--- config.mk ---
export PLATFORM = sky130hd
export DESIGN_NAME = mandelbrot_escape_pixel
export DESIGN_NICKNAME = d
export VERILOG_FILES = /design/src/rtl/mep_pkg.sv /design/src/rtl/mandelbrot_escape_pixel.sv
export VERILOG_INCLUDE_DIRS = /design/src /design/src/rtl
export SDC_FILE = /design/constraint.sdc
export NUM_CORES = 2
export LEC_CHECK = 0
export BUFFER_PORTS_ARGS = -buffer_cell sky130_fd_sc_hd__buf_2
export CORE_UTILIZATION = 35
export CTS_CLUSTER_SIZE = 40
export DETAILED_ROUTE_END_ITERATION = 6
export PLACE_DENSITY = 0.57
export SLEW_MARGIN = 20
export SYNTH_ARGS = -nofsm -noshare
export SYNTH_HDL_FRONTEND = slang
export SYNTH_SLANG_ARGS = --single-unit
--- constraint.sdc ---
create_clock -name clk -period 15.5 [get_ports clk]
set_input_delay 1.55 -clock clk [delete_from_list [all_inputs] [get_ports clk]]
set_output_delay 1.55 -clock clk [all_outputs]
set_load 0.01 [all_outputs]
--- src/rtl/mandelbrot_escape_pixel_assert.svh ---
// assertion macros for the mandelbrot escape pixel block
`ifndef MANDELBROT_ESCAPE_PIXEL_ASSERT_SVH
`define MANDELBROT_ESCAPE_PIXEL_ASSERT_SVH
`ifndef SYNTHESIS
`define MEP_ASSERT_IMP(name, clk, rst_n, ante, cons, msg) \
  name: assert property (@(posedge clk) disable iff (!rst_n) (ante) |-> (cons)) \
    else $error(msg);
`define MEP_ASSERT_NXT(name, clk, rst_n, ante, cons, msg) \
  name: assert property (@(posedge clk) disable iff (!rst_n) (ante) |=> (cons)) \
    else $error(msg);
`else
`define MEP_ASSERT_IMP(name, clk, rst_n, ante, cons, msg)
`define MEP_ASSERT_NXT(name, clk, rst_n, ante, cons, msg)
`endif
`endif

--- src/rtl/mep_pkg.sv ---
// types, widths and constants of the mandelbrot escape pixel block
package mep_pkg;

  localparam int FRAC_BITS  = 28;
  localparam int COORD_BITS = 12;

  localparam int PIX_W     = 12;
  localparam int CFG_W     = 32;
  localparam int SIZE_W    = 13;
  localparam int ITER_W    = 16;
  localparam int CFG_IDX_W = 3;

  // kept z stays below two in magnitude, its square below four
  localparam int Z_W       = FRAC_BITS + 2;
  localparam int SQ_W      = FRAC_BITS + 2;
  localparam int N_W       = ((FRAC_BITS + 3 > CFG_W) ? FRAC_BITS + 3 : CFG_W) + 2;
  localparam int SPAN_W    = CFG_W + 1;
  localparam int MUL_W     = (Z_W > SPAN_W) ? Z_W : SPAN_W;
  localparam int PROD_W    = 2 * MUL_W;
  localparam int DIVD_W    = CFG_W + COORD_BITS;
  localparam int DIV_CNT_W = $clog2(DIVD_W + 1);
  localparam int SUM_W     = DIVD_W + 2;

  localparam logic signed [CFG_W-1:0] X_MIN_RST = 32'shE000_0000;
  localparam logic signed [CFG_W-1:0] X_MAX_RST = 32'sh1000_0000;
  localparam logic signed [CFG_W-1:0] Y_MIN_RST = 32'shF000_0000;
  localparam logic signed [CFG_W-1:0] Y_MAX_RST = 32'sh1000_0000;
  localparam logic [SIZE_W-1:0]       WIDTH_RST  = 13'd640;
  localparam logic [SIZE_W-1:0]       HEIGHT_RST = 13'd480;
  localparam logic [ITER_W-1:0]       ITER_RST   = 16'd255;

  typedef enum logic [CFG_IDX_W-1:0] {
    CFG_X_MIN,
    CFG_X_MAX,
    CFG_Y_MIN,
    CFG_Y_MAX,
    CFG_WIDTH,
    CFG_HEIGHT,
    CFG_MAX_ITER
  } cfg_reg_t;

  typedef enum logic [2:0] {
    S_IDLE,
    S_MAP_MUL,
    S_MAP_DIV,
    S_MAP_ADD,
    S_IT_ZZ,
    S_IT_RR,
    S_IT_II,
    S_DONE
  } state_t;

  typedef struct packed {
    logic [PIX_W-1:0] pixel_x;
    logic [PIX_W-1:0] pixel_y;
  } pixel_in_t;

  typedef struct packed {
    logic [ITER_W-1:0] escape_count;
    logic              inside_set;
  } pixel_out_t;

endpackage

--- src/rtl/mandelbrot_escape_pixel.sv ---
// mandelbrot escape-time evaluator for one pixel per transfer
//
// input channel in_valid/in_stall/in_data carries a pixel column and row; the
// result channel out_valid/out_stall/out_data returns the escape count and the
// inside flag. cfg_we/cfg_index/cfg_wdata write the plane edges, the image
// size and the iteration limit; the user must do so only while no pixel is
// in flight, as the block does not enforce it. a pixel is taken only when
// the block is idle (in_stall low). it is mapped to the plane one axis after
// the other: one product on the shared multiplier and a one-bit-per-cycle
// divider of 44 steps per axis. each iteration then runs on the single 33x33
// multiplier (zr*zi, then the square of the new real and imaginary parts); a
// point whose new z leaves the radius-two box escapes after the first of them.
// the next pixel is taken the cycle after a result is handed to the output
// register, where it waits, so a stalled receiver does not hold up the next
// pixel, only the hand-over of the one after.
// reset returns the registers to a plane of -2..1 by -1..1, 640x480 pixels
// and a limit of 255, and leaves the block idle with no result pending;
// in_stall stays high while reset is held.
`include "mandelbrot_escape_pixel_assert.svh"

module mandelbrot_escape_pixel (
  input  logic                                clk,
  input  logic                                rst_n,
  input  logic                                in_valid,
  output logic                                in_stall,
  input  mep_pkg::pixel_in_t                  in_data,
  output logic                                out_valid,
  input  logic                                out_stall,
  output mep_pkg::pixel_out_t                 out_data,
  input  logic                                cfg_we,
  input  logic [mep_pkg::CFG_IDX_W-1:0]       cfg_index,
  input  logic [mep_pkg::CFG_W-1:0]           cfg_wdata
);
  import mep_pkg::*;

  localparam logic signed [N_W-1:0]   Z_LIM     = N_W'(1) << (FRAC_BITS + 1);
  localparam logic signed [N_W-1:0]   Z_LIM_NEG = -Z_LIM;
  localparam logic signed [SUM_W-1:0] C_MAX     = SUM_W'({1'b0, {(CFG_W-1){1'b1}}});
  localparam logic signed [SUM_W-1:0] C_MIN     = ~C_MAX;

  logic signed [CFG_W-1:0] x_min_r, x_max_r, y_min_r, y_max_r;
  logic [SIZE_W-1:0]       width_r, height_r;
  logic [ITER_W-1:0]       max_iter_r;

  state_t state_r, state_nxt;

  logic                    axis_r;
  logic [COORD_BITS-1:0]   px_r, py_r;
  logic [ITER_W-1:0]       lim_r;
  logic signed [CFG_W-1:0] cr_r, ci_r;
  logic                    map_neg_r;
  logic [DIVD_W-1:0]       quo_r;
  logic [SIZE_W-1:0]       rem_r;
  logic [SIZE_W-1:0]       div_d_r;
  logic [DIV_CNT_W-1:0]    div_cnt_r;
  logic signed [Z_W-1:0]   zr_r, zi_r;
  logic [SQ_W-1:0]         sqr_r, sqi_r;
  logic signed [N_W-1:0]   nr_r, ni_r;
  logic [ITER_W-1:0]       iter_r;
  logic                    out_valid_r;
  pixel_out_t              out_data_r;

  logic signed [SPAN_W-1:0] span;
  logic signed [CFG_W-1:0]  axis_min;
  logic [SIZE_W-1:0]        axis_size;
  logic [SIZE_W-1:0]        div_d;
  logic [COORD_BITS-1:0]    axis_pix;
  logic signed [MUL_W-1:0]  mul_a, mul_b;
  logic signed [PROD_W-1:0] mul_p;
  logic [PROD_W-1:0]        mul_abs;
  logic [SIZE_W:0]          div_shift;
  logic [SIZE_W+1:0]        div_diff;
  logic                     div_ok;
  logic signed [SUM_W-1:0]  q_signed, c_sum, c_sat;
  logic signed [N_W-1:0]    nr_c, ni_c;
  logic                     big;
  logic [SQ_W-1:0]          sq_c;
  logic [SQ_W:0]            sq_sum;
  logic                     escape;
  logic                     out_free;

  // configuration registers
  always_ff @(posedge clk) begin
    if (!rst_n) begin
      x_min_r    <= X_MIN_RST;
      x_max_r    <= X_MAX_RST;
      y_min_r    <= Y_MIN_RST;
      y_max_r    <= Y_MAX_RST;
      width_r    <= WIDTH_RST;
      height_r   <= HEIGHT_RST;
      max_iter_r <= ITER_RST;
    end else if (cfg_we) begin
      case (cfg_index)
        CFG_X_MIN:    x_min_r    <= cfg_wdata;
        CFG_X_MAX:    x_max_r    <= cfg_wdata;
        CFG_Y_MIN:    y_min_r    <= cfg_wdata;
        CFG_Y_MAX:    y_max_r    <= cfg_wdata;
        CFG_WIDTH:    width_r    <= SIZE_W'(cfg_wdata);
        CFG_HEIGHT:   height_r   <= SIZE_W'(cfg_wdata);
        CFG_MAX_ITER: max_iter_r <= ITER_W'(cfg_wdata);
        default: ;
      endcase
    end
  end

  // axis selection for the mapping
  always_comb begin
    if (axis_r) begin
      span      = SPAN_W'(y_max_r) - SPAN_W'(y_min_r);
      axis_min  = y_min_r;
      axis_size = height_r;
      axis_pix  = py_r;
    end else begin
      span      = SPAN_W'(x_max_r) - SPAN_W'(x_min_r);
      axis_min  = x_min_r;
      axis_size = width_r;
      axis_pix  = px_r;
    end
    div_d = (axis_size == '0) ? SIZE_W'(1) : axis_size;
  end

  // shared multiplier
  always_comb begin
    case (state_r)
      S_MAP_MUL: begin
        mul_a = MUL_W'(span);
        mul_b = $signed(MUL_W'(axis_pix));
      end
      S_IT_ZZ: begin
        mul_a = MUL_W'(zr_r);
        mul_b = MUL_W'(zi_r);
      end
      S_IT_RR: begin
        mul_a = MUL_W'(Z_W'(nr_r));
        mul_b = MUL_W'(Z_W'(nr_r));
      end
      S_IT_II: begin
        mul_a = MUL_W'(Z_W'(ni_r));
        mul_b = MUL_W'(Z_W'(ni_r));
      end
      default: begin
        mul_a = '0;
        mul_b = '0;
      end
    endcase
  end

  assign mul_p   = mul_a * mul_b;
  assign mul_abs = mul_p[PROD_W-1] ? PROD_W'(-mul_p) : PROD_W'(mul_p);

  // restoring divider step
  assign div_shift = {rem_r, quo_r[DIVD_W-1]};
  assign div_diff  = {1'b0, div_shift} - {2'b00, div_d_r};
  assign div_ok    = !div_diff[SIZE_W+1];

  // mapped coordinate with saturation
  always_comb begin
    q_signed = $signed({2'b00, quo_r});
    if (map_neg_r) begin
      q_signed = -q_signed;
    end
    c_sum = SUM_W'(axis_min) + q_signed;
    if (c_sum > C_MAX) begin
      c_sat = C_MAX;
    end else if (c_sum < C_MIN) begin
      c_sat = C_MIN;
    end else begin
      c_sat = c_sum;
    end
  end

  // iteration arithmetic
  assign nr_c = N_W'($signed({1'b0, sqr_r})) - N_W'($signed({1'b0, sqi_r})) + N_W'(cr_r);
  assign ni_c = N_W'(mul_p >>> (FRAC_BITS - 1)) + N_W'(ci_r);
  assign big  = (nr_c >= Z_LIM) || (nr_c <= Z_LIM_NEG) ||
                (ni_c >= Z_LIM) || (ni_c <= Z_LIM_NEG);
  assign sq_c   = SQ_W'(mul_p >>> FRAC_BITS);
  assign sq_sum = {1'b0, sqr_r} + {1'b0, sq_c};
  assign escape = sq_sum[SQ_W];

  assign out_free = !out_valid_r || !out_stall;

  // sequencer
  always_ff @(posedge clk) begin
    if (!rst_n) begin
      state_r <= S_IDLE;
    end else begin
      state_r <= state_nxt;
    end
  end

  always_comb begin
    state_nxt = state_r;
    in_stall  = 1'b1;
    case (state_r)
      S_IDLE: begin
        in_stall = !rst_n;
        if (in_valid) begin
          state_nxt = S_MAP_MUL;
        end
      end
      S_MAP_MUL: state_nxt = S_MAP_DIV;
      S_MAP_DIV: begin
        if (div_cnt_r == DIV_CNT_W'(1)) begin
          state_nxt = S_MAP_ADD;
        end
      end
      S_MAP_ADD: state_nxt = axis_r ? S_IT_ZZ : S_MAP_MUL;
      S_IT_ZZ:   state_nxt = big ? S_DONE : S_IT_RR;
      S_IT_RR:   state_nxt = S_IT_II;
      S_IT_II: begin
        if (escape || (iter_r == lim_r)) begin
          state_nxt = S_DONE;
        end else begin
          state_nxt = S_IT_ZZ;
        end
      end
      S_DONE: begin
        if (out_free) begin
          state_nxt = S_IDLE;
        end
      end
      default: state_nxt = S_IDLE;
    endcase
  end

  // datapath registers
  always_ff @(posedge clk) begin
    case (state_r)
      S_IDLE: begin
        px_r   <= COORD_BITS'(in_data.pixel_x);
        py_r   <= COORD_BITS'(in_data.pixel_y);
        lim_r  <= max_iter_r;
        axis_r <= 1'b0;
      end
      S_MAP_MUL: begin
        map_neg_r <= mul_p[PROD_W-1];
        quo_r     <= mul_abs[DIVD_W-1:0];
        rem_r     <= '0;
        div_d_r   <= div_d;
        div_cnt_r <= DIV_CNT_W'(DIVD_W);
      end
      S_MAP_DIV: begin
        rem_r     <= div_ok ? div_diff[SIZE_W-1:0] : div_shift[SIZE_W-1:0];
        quo_r     <= {quo_r[DIVD_W-2:0], div_ok};
        div_cnt_r <= div_cnt_r - DIV_CNT_W'(1);
      end
      S_MAP_ADD: begin
        if (axis_r) begin
          ci_r <= CFG_W'(c_sat);
        end else begin
          cr_r <= CFG_W'(c_sat);
        end
        axis_r <= 1'b1;
        zr_r   <= '0;
        zi_r   <= '0;
        sqr_r  <= '0;
        sqi_r  <= '0;
        iter_r <= '0;
      end
      S_IT_ZZ: begin
        nr_r <= nr_c;
        ni_r <= ni_c;
      end
      S_IT_RR: begin
        sqr_r <= sq_c;
      end
      S_IT_II: begin
        sqi_r <= sq_c;
        zr_r  <= Z_W'(nr_r);
        zi_r  <= Z_W'(ni_r);
        if (!escape && (iter_r != lim_r)) begin
          iter_r <= iter_r + ITER_W'(1);
        end
      end
      default: ;
    endcase
  end

  // output register
  always_ff @(posedge clk) begin
    if (!rst_n) begin
      out_valid_r <= 1'b0;
    end else if (state_r == S_DONE && out_free) begin
      out_valid_r <= 1'b1;
    end else if (!out_stall) begin
      out_valid_r <= 1'b0;
    end
  end

  always_ff @(posedge clk) begin
    if (state_r == S_DONE && out_free) begin
      out_data_r.escape_count <= iter_r;
      out_data_r.inside_set   <= (iter_r == lim_r);
    end
  end

  assign out_valid = out_valid_r;
  assign out_data  = out_data_r;

  `MEP_ASSERT_IMP(a_iter_lim, clk, rst_n, state_r == S_IT_ZZ, iter_r <= lim_r, "iter past limit")
  `MEP_ASSERT_IMP(a_div_rem, clk, rst_n, state_r == S_MAP_DIV, rem_r < div_d_r, "rem too big")
  `MEP_ASSERT_IMP(a_out_src, clk, rst_n, $rose(out_valid_r), $past(state_r) == S_DONE, "no pixel")

endmodule
==> qor.log <==
[route] wirelength, routed 253000 µm
[global_routing] number of antenna violations at the first check in global routing 5
[logic_synthesis] cell types with the highest counts after synthesis inv_1 (1366), fa_1 (1150), nand2_1 (1047)
[logic_synthesis] synthesized instance count 8116
[route] routed via count divided by cell count 5.30
[route] number of iterations in the first detailed-routing pass 6
[global_routing] maximum number of pins on one net before global-route repair 98
[layout] sequential cell area 0.0153 mm²
[placed_design] detailed-placement wirelength estimate 208000 µm
[timing] count of endpoints failing setup in the final report 0
[timing] Final Skew 0.0745 ns
[timing] Final Hold Viols 0
[logic_synthesis] post-synth cell types 94
[logic_synthesis] largest cells by area after synthesis fa_1 (31%), edfxtp_1 (16%), ha_1 (8.0%)
[clock_network] post-CTS clock slew at the launch and capture registers of the worst setup and hold paths 0.07 ns
[clock_network] Max Root-Sink Buffers 3
[logic_synthesis] count of flip-flops with a built-in enable after synthesis 395
[route] number of DRC markers after the initial detailed-route iteration 5532
[logic_synthesis] most instantiated flip-flop cell in the synthesis netlist edfxtp_1
[global_routing] first-pass GRT wire length 383000 µm
[placed_design] Final GP Congestion 0.975
[setup_path] Worst Setup End Kind register
[logic_synthesis] asr flop ratio synth 0
[worst_hold_path] path type of the worst min-delay path register to register
[flow_run] MaxCap Viol Count 0
[layout] Area growth, synth to finish 9.57%
[clock_network] Worst-Skew Late Latency 0.70 ns
[route] final antenna-violating net count 0
[clock_network] clock tree from TritonCTS done
[global_routing] total grt overflow 0
[timing] pin slew with the least headroom to its limit 1.27 ns
[placed_design] Placement Setup Slack 0.370 ns
[logic_synthesis] total number of yosys warnings 0
[layout] net count of the finished layout 9841
[global_routing] Total Routing Usage GR 0.241
[setup_path] delay of the slowest critical-path stage 0.58 ns
[timing] upper clock frequency limit 67.6 MHz
[layout] number of non-filler instances in the completed layout 11000
[floorplanning] horizontal die dimension 461 µm
[timing] setup repair after global routing missed its margin false
[timing] final worst-path cycle share 0.954
[clock_network] clock sink count 569
[setup_path] category of the most critical setup path register to register
[floorplanning] Core Region 0.208 mm²
[logic_synthesis] cell type with the largest total area after synthesis fa_1
[layout] area of combinational cells with multiple inputs 0.0523 mm²
[floorplanning] io pins 83
[power] Pwr per Cell Area 199 mW/mm²
[logic_synthesis] sequential share of the synthesized area 0.208
[clock_network] clock buffers created by TritonCTS 59
[placed_design] placed instance count 10900
[setup_path] worst endpoint required time 16.02 ns
[timing] setup TNS 0 ns
[layout] fill cell total of the finished layout 20900
[layout] layout cells sized above 1 0.0742
[floorplanning] Die Y 461 µm
[logic_synthesis] mean instance size in the synthesized netlist 9.07 µm²
[setup_path] Most common cell on crit path fa_1
[global_routing] via count of the first global-routing pass 59500
[placed_design] count of input and output buffers 82
[timing] clock period minus worst slack 14.79 ns
[timing] minimum setup slack in the final design 0.710 ns
[outcome] run status completed
[route] final routed wire length divided by cell count 23.0 µm
[logic_synthesis] area of the mapped netlist 0.0736 mm²
[setup_path] startpoint type of the worst setup path register
[logic_synthesis] Yosys top cell area share 0.313
[clock_network] number of buffers added to fix hold violations after cts 0
[clock_network] clock root cell clkbuf_16
[logic_synthesis] number of flip-flops and latches in the synthesized netlist 569
[timing] WHS 0.431 ns
[timing] number of pins exceeding their max-slew limit in the final report 0
[setup_path] crit path max-delay cell type fa_1
[logic_synthesis] count leader, synth inv_1
[setup_path] arrival time at the worst endpoint 15.31 ns
[setup_path] maximum fanout encountered on the critical timing path 16
[logic_synthesis] synthesized net count 9798
[power] Pleak 36.7 nW
[clock_network] htree depth 2
[route] via count 58300
[floorplanning] standard-cell row count 167
[floorplanning] die area 0.212 mm²
[floorplanning] Initial Utilization 0.354
[timing] remaining max-slew budget at the tightest pin 0.151
[power] peak ir drop on the vdd network 141 µV
[route] detailed-route DRC error count 0
## layout by cell type, fill, tap and decap left out, types with 31 or more instances in the layout
master | netlist | final
nand2_1 | 1047 | 1043
nand3_1 | 88 | 87
nand2b_1 | 71 | 71
a21oi_1 | 456 | 450
or3_1 | 34 | 34
o21bai_1 | 40 | 40
or2_2 | 34 | 34
o211ai_1 | 33 | 33
nor3_1 | 81 | 77
a211oi_1 | 53 | 48
and3_1 | 99 | 98
buf_4 | 1 | 229
o21a_1 | 52 | 52
fa_1 | 1150 | 1150
nand4_1 | 46 | 46
ha_1 | 468 | 468
a21o_1 | 153 | 153
xor2_1 | 78 | 77
nor4_1 | 33 | 32
clkbuf_16 | 0 | 65
edfxtp_1 | 395 | 395
o21ai_2 | 29 | 31
a31oi_1 | 35 | 31
and2_1 | 50 | 51
buf_2 | 4 | 82
nor2_1 | 837 | 830
inv_1 | 1366 | 1365
o21ai_0 | 214 | 208
dfxtp_1 | 174 | 173
xnor2_1 | 255 | 252
## metal layers
metal / up-vias / share of wire / GRT usage
met5: - / 0.00011 / 0
met4: 4 / 0.037 / 0.0783
met3: 381 / 0.075 / 0.0356
met2: 2120 / 0.45 / 0.382
met1: 29600 / 0.44 / 0.335
li1: 26200 / - / -
## metrics by stage
| step | cell area, µm² | utilization | power, mW |
|---|---|---|---|
| floorplan | 73600 | - | 9.82 |
| global placement | 78400 | 0.377 | 14.1 |
| finish | 80700 | 0.388 | 16.0 |
| detailed placement | 78500 | 0.377 | 14.2 |
| CTS | 80500 | 0.387 | 15.8 |
| global route | 80700 | 0.388 | 17.1 |
## report_power, final
group          leakage (nW)  internal (mW)  switching, mW  total [mW]
Sequential             5.08           2.27          0.199        2.47
Combinational          30.6           4.13           7.86        12.0
Clock                  1.02          0.858          0.692        1.55
Total                  36.7           7.26           8.76        16.0
## final timing paths
check	startpoint	to	slack [ns]	cells past startpoint
worst min register to register	max_iter_r[7]	lim_r[7]	0.43	0
worst max-delay path	y_min_r[0]	state_r[1]	0.71	51
worst min-delay path	max_iter_r[7]	lim_r[7]	0.43	0
worst max register to register	y_min_r[0]	state_r[1]	0.71	51
## cell type report
cell class                 count  area share
timing repair buffer         318      0.0280
clock buffer                  84      0.0219
inverter                    1369      0.0637
clock inverter                28     0.00391
tap                         2788      0.0432
multi-input combinational   5842       0.649
sequential                   569       0.190
antenna                        3   0.0000931
## state kept, by name (all words and copies together) (netlist names), 16 cells and up
name	count
iter_r	16
zi_r	30
out_data	17
y_min_r	32
quo_r	44
max_iter_r	16
x_min_r	32
sqi_r	30
sqr_r	30
lim_r	16
ni_r	30
ci_r	32
x_max_r	32
nr_r	30
cr_r	32
y_max_r	32
zr_r	30
## kinds of logic after synthesis
| family | count (synthesis) | synth area share |
|---|---|---|
| AO/OA/AOI/OAI | 1325 | 0.116 |
| multiplexers | 47 | 0.00683 |
| adder cells (fa/ha/maj) | 1618 | 0.392 |
| flip-flops | 569 | 0.208 |
| XOR/XNOR | 334 | 0.0398 |
| AND/OR/NAND/NOR | 2518 | 0.149 |
| buffers and inverters | 1705 | 0.0873 |
## timing repair
action                                  4_1_cts  5_1_grt
endpoints found under the hold margin         0        0
resized for setup                             0       24
setup buffers                                 0        3
endpoints found under the setup margin        0       18
## worst max-delay path, delay by kind of cell, from the launching register on
kind / cells / cell delay [ns]
flip-flops: 1 / 0.37
XOR/XNOR: 2 / 0.31
AO/OA/AOI/OAI: 20 / 5.38
buffers and inverters: 9 / 1.15
AND/OR/NAND/NOR: 8 / 1.79
adder cells (fa/ha/maj): 12 / 5.55
Note: power is estimated with default switching activity, not from simulation.
